--- src/rtl/skrs_pkg.sv ---
// Package for the sorted key range-sum table: sizes, codes and the payload
// and memory-port struct types. Depends on nothing; every rtl file imports it.
package skrs_pkg;

    localparam int CAPACITY = 1024;
    localparam int IDX_W    = $clog2(CAPACITY);
    localparam int CNT_W    = $clog2(CAPACITY + 1);
    localparam int KEY_W    = 27;
    localparam int AMT_W    = 32;
    localparam int SUM_W    = 48;

    localparam logic OP_ADD    = 1'b0;
    localparam logic OP_REPORT = 1'b1;

    localparam logic STATUS_DONE = 1'b0;
    localparam logic STATUS_FULL = 1'b1;

    typedef struct packed {
        logic                    operation;
        logic [KEY_W-1:0]        key;
        logic [KEY_W-1:0]        key_high;
        logic signed [AMT_W-1:0] amount;
    } in_item_t;

    typedef struct packed {
        logic signed [SUM_W-1:0] range_sum;
        logic                    status;
    } out_item_t;

    typedef struct packed {
        logic [KEY_W-1:0]        key;
        logic signed [SUM_W-1:0] amount;
    } entry_t;

    typedef struct packed {
        logic             we;
        logic [IDX_W-1:0] waddr;
        entry_t           wdata;
        logic [IDX_W-1:0] raddr;
    } mem_req_t;

endpackage

--- src/rtl/skrs_sat_add.sv ---
// Shared 48-bit signed saturating adder used for amount updates and range sums.
// Depends on skrs_pkg for the word width.
module skrs_sat_add (
    input  logic signed [skrs_pkg::SUM_W-1:0] a,
    input  logic signed [skrs_pkg::SUM_W-1:0] b,
    output logic signed [skrs_pkg::SUM_W-1:0] y
);
    import skrs_pkg::*;

    logic signed [SUM_W:0] wide_sum;

    assign wide_sum = {a[SUM_W-1], a} + {b[SUM_W-1], b};

    // The two top bits differ only when the true sum left the 48-bit range.
    always_comb begin
        if (wide_sum[SUM_W] != wide_sum[SUM_W-1]) begin
            y = wide_sum[SUM_W] ? {1'b1, {(SUM_W-1){1'b0}}} : {1'b0, {(SUM_W-1){1'b1}}};
        end else begin
            y = wide_sum[SUM_W-1:0];
        end
    end

endmodule

--- config.mk ---
export PLATFORM = sky130hd
export DESIGN_NAME = skrs_sat_add
export DESIGN_NICKNAME = d
export VERILOG_FILES = /design/src/rtl/skrs_pkg.sv /design/src/rtl/skrs_sat_add.sv
export SDC_FILE = /design/constraint.sdc
export NUM_CORES = 1
export LEC_CHECK = 0
export BUFFER_PORTS_ARGS = -buffer_cell sky130_fd_sc_hd__buf_2
export CORE_ASPECT_RATIO = 1.1
export CORE_MARGIN = 4
export CORE_UTILIZATION = 54
export DETAILED_ROUTE_END_ITERATION = 6
export MAX_ROUTING_LAYER = met4
export PLACE_DENSITY_LB_ADDON = 0.25
export SYNTH_ARGS = -nofsm -noshare
export SYNTH_HDL_FRONTEND = slang
export SYNTH_SLANG_ARGS = --single-unit
--- constraint.sdc ---
create_clock -name vclk -period 6.75
set_input_delay 1.0125 -clock vclk [all_inputs]
set_output_delay 1.0125 -clock vclk [all_outputs]
set_load 0.01 [all_outputs]
==> metrics.yaml <==
timing:
  finalCritPeriodShare: 0.901
  min_period_ns: 6.08
  slew_headroom: 0.520
  drv_slew: 0
  layout_setup_ws_ns: 0.670
  grt_setup_unrepaired: "false"
  finalHoldViolCount: 0
  setup_tns_ns: 0
  tightest_slew_ns: 0.704
  max_clock_freq_mhz: 164
  setup_violations: 0
placement:
  io_buffers: 144
  hpwl_microns: 8700
  dp_slack_ns: 0.713
  gp_congestion: 0.973
grt:
  grt_overflow_total: 0
  grt_usage: 0.288
  antenna_found_initial: 0
  grt_pass1_vias: 3765
  grt_max_degree: 30
  grt_pass1_wl_microns: 16600
die:
  initial_core_util: 0.568
  die_area_sq_um: 7060
  top_level_ports: 144
  core_area_sq_um: 5500
  fp.dieH_microns: 87.7
  rows: 28
  fp.dieW_microns: 80.5
finish:
  layout_commonest_cell: "buf_2"
  seq_cell_count: 0
  nets: 728
  layout_common_cells: "buf_2 (144), a21oi_1 (64), ha_1 (48)"
  drive_above_1_share: 0.299
  clock_buffers: 0
  layout.area.seq_sq_um: 0
  fillers: 514
  area_delta_synth_final_pct: 22.9
  antenna_cells: 0
worst_setup_path:
  startpoint_type: "input pin"
  cpPeakStageDelay_ns: 0.62
  cp.required_ns: 5.74
  slowest_stage: "mux2i_4"
  arrival_ns: 5.07
  cpMostUsedCell: "o21ai_0"
  cp_top_family: "compound AO/OA/AOI/OAI gates"
  critPathKind: "input pin to primary output"
  startpoint: "a[3]"
  path_buf_inv: 3
  cp-end-kind: "primary output"
  cp_max_fo: 29
  crit_path_cell_trace: "buf_2 -> ha_1 -> o21ai_0 -> o21bai_1 -> nand3_1 -> o21ai_0 -> a31oi_1 -> a21bo_2 -> o21ai_1 -> a211o_1 -> mux2i_4 -> buf_4 -> o21ai_0 -> buf_2"
synthesis:
  synth_area_sq_um: 3120
  ys_warn_count: 0
  synthesis.nets: 608
  ys_types: 51
  syn_area_per_cell_sq_um: 6.74
  ys_seq_area_frac: 0
  netlist_instances: 463
detailed_routing:
  wl_per_cell_microns: 15.6
  dr.pass1.iters: 5
  vias: 3919
  drt-initial-drc-count: 211
  ant_nets: 0
  wl_microns: 10200
  post-route-drc-count: 0
  viasPerCell: 5.97
job:
  maxCapViolations: 0
clocking:
  cts_setup_buffers: 0
  cts_hold_buf: 0
  cts_resized: 0
power_and_ir_drop:
  max-vdd-ir-drop_v: 0.0000802
  powerDensity_nw_per_um2: 135
  p_leak_nw: 1.88
min_path:
  hold_path_class: "input pin to primary output"
  hp-start: "b[0]"
run_status:
  status: "completed"
==> final cells by class <==
cell class	count	area, sq um	area share
Inverter	13	48.8	0.0127
Multi-Input combinational cell	422	2960	0.771
Tap cell	75	93.8	0.0245
Timing Repair Buffer	146	736	0.192
==> logic make-up after synthesis <==
family / after synthesis / synth area share
adders and majority gates: 49 / 0.199
muxes: 2 / 0.00641
xor gates and xnor gates: 44 / 0.123
AOI/OAI and AO/OA: 203 / 0.423
buffers and inverters: 41 / 0.0601
and+or+nand+nor: 124 / 0.188
==> Yosys cell counts (14+ instances only) <==
cell type | instances | area (sq um)
nand2_1 | 44 | 165
nand4_1 | 15 | 93.8
a21oi_1 | 64 | 320
a21o_1 | 26 | 195
o21ai_1 | 14 | 70.1
nor2_1 | 30 | 113
clkbuf_1 | 20 | 75.1
xnor2_1 | 25 | 219
xor2_1 | 19 | 166
o21ai_0 | 33 | 165
a21oi_2 | 20 | 175
ha_1 | 48 | 601
==> through the flow <==
step / hold slack (ns) / util / std cells / area, sq um / power [W]
2_1_floorplan: 2.32 / - / 463 / 3120 / 0.000354
3_3_place_gp: 2.49 / 0.698 / 656 / 3840 / 0.000506
3_5_place_dp: 2.49 / 0.698 / 656 / 3840 / 0.000513
4_1_cts: 2.49 / 0.698 / 656 / 3840 / 0.000516
5_1_grt: 2.57 / 0.698 / 656 / 3840 / 0.000569
6_report: 2.49 / 0.698 / 656 / 3840 / 0.000520
==> worst paths after layout <==
path	end	slack (ns)	depth (start not counted)
hold / removal	y[0]	2.49	5
setup / recovery	y[18]	0.67	14
==> where the power goes <==
group          switching, W  internal [W]
sequential                0             0
clock                     0             0
combinational      0.000302      0.000218
total              0.000302      0.000218
==> routing by layer <==
metal,routed length [microns],GRT usage,vias to the layer above
li1,-,-,1962
met1,4140,0.346,1759
met2,5300,0.540,184
met3,663,0.0113,14
met4,115,0.0445,0
met5,0,-,-
No activity file was read; power rests on OpenSTA's default activity.
